**config.mk**
```make
export PLATFORM = sky130hd
export DESIGN_NAME = imu_sti_front
export DESIGN_NICKNAME = d
export VERILOG_FILES = /design/src/hw/rtl/imu_sti_pkg.sv /design/src/hw/rtl/imu_sti_front.sv
export SDC_FILE = /design/constraint.sdc
export NUM_CORES = 1
export LEC_CHECK = 0
export CORE_AREA = 4 4 235 237
export CTS_BUF_LIST = sky130_fd_sc_hd__clkbuf_16
export DETAILED_ROUTE_END_ITERATION = 6
export DIE_AREA = 0 0 239 241
export DONT_BUFFER_PORTS = 1
export PLACE_DENSITY = 0.59
export SLEW_MARGIN = 20
export SYNTH_ARGS = -nofsm -noshare
export SYNTH_HDL_FRONTEND = slang
export SYNTH_SLANG_ARGS = --single-unit
```
**constraint.sdc**
```tcl
create_clock -name clk -period 18.4 [get_ports clk]
set_input_delay 0.92 -clock clk [delete_from_list [all_inputs] [get_ports clk]]
set_output_delay 0.92 -clock clk [all_outputs]
set_load 0.1 [all_outputs]
```
**src/hw/rtl/imu_sti_pkg.sv**
```systemverilog
// Package for the IMU sample time interpolator.
// Holds the request, result and stored-sample types and the fixed constants.
// No dependencies.
package imu_sti_pkg;

    typedef struct packed {
        logic              req_type;
        logic [47:0]       stamp_us;
        logic signed [31:0] accel_x;
        logic signed [31:0] accel_y;
        logic signed [31:0] accel_z;
        logic signed [31:0] rate_x;
        logic signed [31:0] rate_y;
        logic signed [31:0] rate_z;
        logic signed [15:0] quat_x;
        logic signed [15:0] quat_y;
        logic signed [15:0] quat_z;
        logic signed [15:0] quat_w;
    } req_t;

    typedef struct packed {
        logic [1:0]         status;
        logic [47:0]        out_stamp_us;
        logic signed [31:0] out_accel_x;
        logic signed [31:0] out_accel_y;
        logic signed [31:0] out_accel_z;
        logic signed [31:0] out_rate_x;
        logic signed [31:0] out_rate_y;
        logic signed [31:0] out_rate_z;
        logic signed [15:0] out_quat_x;
        logic signed [15:0] out_quat_y;
        logic signed [15:0] out_quat_z;
        logic signed [15:0] out_quat_w;
    } res_t;

    typedef struct packed {
        logic [47:0]        stamp;
        logic signed [31:0] ax;
        logic signed [31:0] ay;
        logic signed [31:0] az;
        logic signed [31:0] rx;
        logic signed [31:0] ry;
        logic signed [31:0] rz;
        logic signed [15:0] qx;
        logic signed [15:0] qy;
        logic signed [15:0] qz;
        logic signed [15:0] qw;
    } sample_t;

    localparam logic [1:0] ST_STORED = 2'd0;
    localparam logic [1:0] ST_FULL   = 2'd1;
    localparam logic [1:0] ST_DONE   = 2'd2;
    localparam logic [1:0] ST_FAIL   = 2'd3;

    localparam logic [23:0]        MAX_GAP_RESET = 24'd200000;
    localparam logic signed [15:0] QUAT_ONE      = 16'sd16384;

    // divider: 64-bit dividend, 25-bit divisor, quotient known to fit 34 bits
    localparam int DIV_QBITS = 34;
    // square root: 50-bit radicand, 25-bit root
    localparam int SQRT_STEPS = 25;

endpackage

```
**src/hw/rtl/imu_sti_front.sv**
```systemverilog
// Front end: accepts command transactions into a two-entry queue.
// Depends on imu_sti_pkg.
module imu_sti_front (
    input  logic              clk,
    input  logic              rst_n,
    input  logic              start,
    output logic              busy,
    input  imu_sti_pkg::req_t req,
    input  logic              pop,
    output logic              avail,
    output imu_sti_pkg::req_t cmd
);

    imu_sti_pkg::req_t entry_reg [2];
    logic              wr_ptr_reg;
    logic              rd_ptr_reg;
    logic [1:0]        cnt_reg;
    logic              push;
    logic              take;

    assign busy  = (cnt_reg == 2'd2);
    assign avail = (cnt_reg != 2'd0);
    assign cmd   = entry_reg[rd_ptr_reg];
    assign push  = start && !busy;
    assign take  = pop && avail;

    always_ff @(posedge clk)
    begin
        if (push)
        begin
            entry_reg[wr_ptr_reg] <= req;
        end
    end

    always_ff @(posedge clk or negedge rst_n)
    begin
        if (!rst_n)
        begin
            wr_ptr_reg <= 1'b0;
            rd_ptr_reg <= 1'b0;
            cnt_reg    <= 2'd0;
        end
        else
        begin
            if (push)
            begin
                wr_ptr_reg <= ~wr_ptr_reg;
            end
            if (take)
            begin
                rd_ptr_reg <= ~rd_ptr_reg;
            end
            cnt_reg <= cnt_reg + {1'b0, push} - {1'b0, take};
        end
    end

endmodule

```
==> impl_results.md <==
* Max frequency at 180 MHz
* Clock buffer count from CTS at 61
* Vias in the first global route at 9400
* Antenna-violating nets left at 0
* Warnings from Yosys at 0
* TNS Setup at 0 ps
* Mean post-synth cell area at 24.0 sq um
* Final Slew Violations at 0
* Cell Area, Synth at 23200 sq um
* Hold Vio Cnt, Final at 0
* CP startpoint kind: register
* Final Util at 0.483
* Clk buf depth at 3
* Largest fanout on the critical path at 70
* Residual DRC at 0
* Post-Route WL at 48900 microns
* GR Util All Layers at 0.158
* Die height at 241 microns
* Area contributors post-synth: edfxtp_1 (79%), mux2_4 (16%), mux2_2 (3.2%)
* Seq/Total Area, Yosys at 0.794
* Final Net Count at 1319
* Period utilisation layout at 0.301
* Max_slew headroom at 0.251
* First-pass GRT wire length at 66100 microns
* I/O Pins at 616
* WP data required at 17480 ps
* CP arrival at 4620 ps
* Routed len/inst at 27.9 microns
* Most frequent cells in the layout: edfxtp_1 (610), mux2_4 (240), mux2_2 (65)
* Unrepaired setup endpoints after global routing: no
* Die area at 57600 sq um
* Final Critical Period at 5540 ps
* H-Tree Depth at 2
* Die Wd at 239 microns
* CTS tree: built
* Synthesized Nets at 1278
* Core area at 53300 sq um
* Post-detail-place hpwl at 34400 microns
* # clock sinks at 614
* Clk Latency, worst-skew pair at 600 ps
* PortBufs at 0
* Routed vias/inst at 5.18
* Outcome: complete, no violations
* Gr ovfl total at 0
* Yosys reg bits at 614
* Pin count of the biggest net entering global routing at 171
* Crit end category: output pin
* Layout cells sized above 1 at 0.380
* Crit Path Class: register to output pin
* Total number of vias at 9084
* Clock Pin Slew Worst Setup and Hold Paths at 60 ps
* 1st-iter DRT viols at 566
* Yosys top cell by area: edfxtp_1
* Setup-failing EPs final at 0
* Initial Utilization at 0.435
* Yosys cell types at 16
* Hold/Removal Path Class: input port to register
* P&R area growth vs syn at 10.9%
* Most common cell after layout, fill and taps aside: edfxtp_1
* Post-Synthesis Cells at 967
* DR pass1 iterations at 5
* Slew @ Worst Pin at 1120 ps
* Cell Rows at 85
* Maximum capacitance violations at 0
* Fin Clk Skew at 18.9 ps
* Setup bufs post-CTS at 0
* Initial antenna violation count at 2
* Max reg flops at 610
* Root Driver: clkbuf_16
* Yosys top cell area share at 0.790
* Placer Congestion at 0.821
## worst max-delay path: stages, from the launching register on
cell and delay (ps):
dfrtp_4 880, buf_4 870, buf_4 770, buf_4 790
mux2_4 500
## cell families after synthesis
family | synth area share
xor gates and xnor gates | 0.00151
muxes | 0.187
and+or+nand+nor | 0.00140
DFF | 0.794
adders and majority gates | 0.00108
buffers and inverters | 0.0152
## through the flow
| stage | cells | worst slack (ps) | hold WS [ps] | area, sq um |
|---|---|---|---|---|
| floorplan | 967 | 3780 | 461 | 23200 |
| global placement | 1640 | 13530 | 497 | 23800 |
| detailed placement | 1640 | 13490 | 517 | 23800 |
| CTS | 1752 | 12810 | 362 | 25700 |
| global route | 1753 | 12630 | 367 | 25700 |
| finish | 1755 | 12860 | 407 | 25700 |
## final cells by class
| cell class | count | area, sq um |
|---|---|---|
| well taps | 696 | 871 |
| flip-flops and latches | 614 | 18400 |
| diodes | 3 | 7.51 |
| inverters | 2 | 7.51 |
| multi-input cells | 317 | 4440 |
| clock buffers | 63 | 1580 |
| clock inverters | 48 | 298 |
| repair buffers | 12 | 109 |
| fillers | 4306 | 27600 |
## cell usage after synthesis
master and n:
ha_1 2, mux2_2 65, buf_2 6, and3_1 1, buf_6 28, nor2_1 1, nand2_1 1, inv_1 2
or2_2 1, xor2_1 1, dfrtp_1 4, edfxtp_1 610, nand2b_1 1, xnor2_1 3, and2_1 1, mux2_4 240
## timing repair
item,in CTS,in global routing
hold buffers,1,0
resized for setup,0,0
hold endpoints to repair,4,0
setup endpoints to repair,0,0
## metal layers
layer	track usage	wire, microns	up-vias
met2	0.286	26100	428
met1	0.152	15300	4629
li1	-	-	3949
met4	0.0451	1170	0
met5	0	0	-
met3	0.0915	6390	78
## path summary, 6_finish.rpt
check | cells after the start | startpoint | endpoint | slack [ps]
max in group asynchronous | 1 | rst_n | rd_ptr_reg$_DFFE_PN0P_ | 17590
worst max-delay path | 4 | rd_ptr_reg$_DFFE_PN0P_ | cmd[130] | 12860
worst min register to register | 1 | cnt_reg[0]$_DFF_PN0_ | cnt_reg[0]$_DFF_PN0_ | 520
min in group asynchronous | 1 | rst_n | cnt_reg[0]$_DFF_PN0_ | 600
worst max register to register | 5 | cnt_reg[1]$_DFF_PN0_ | entry_reg[0][99]$_DFFE_PP_ | 14600
worst min-delay path | 0 | req[35] | entry_reg[0][35]$_DFFE_PP_ | 410
Power is not shown: default switching activity piles up to over one toggle a cycle in this logic, so the estimate is an artifact.
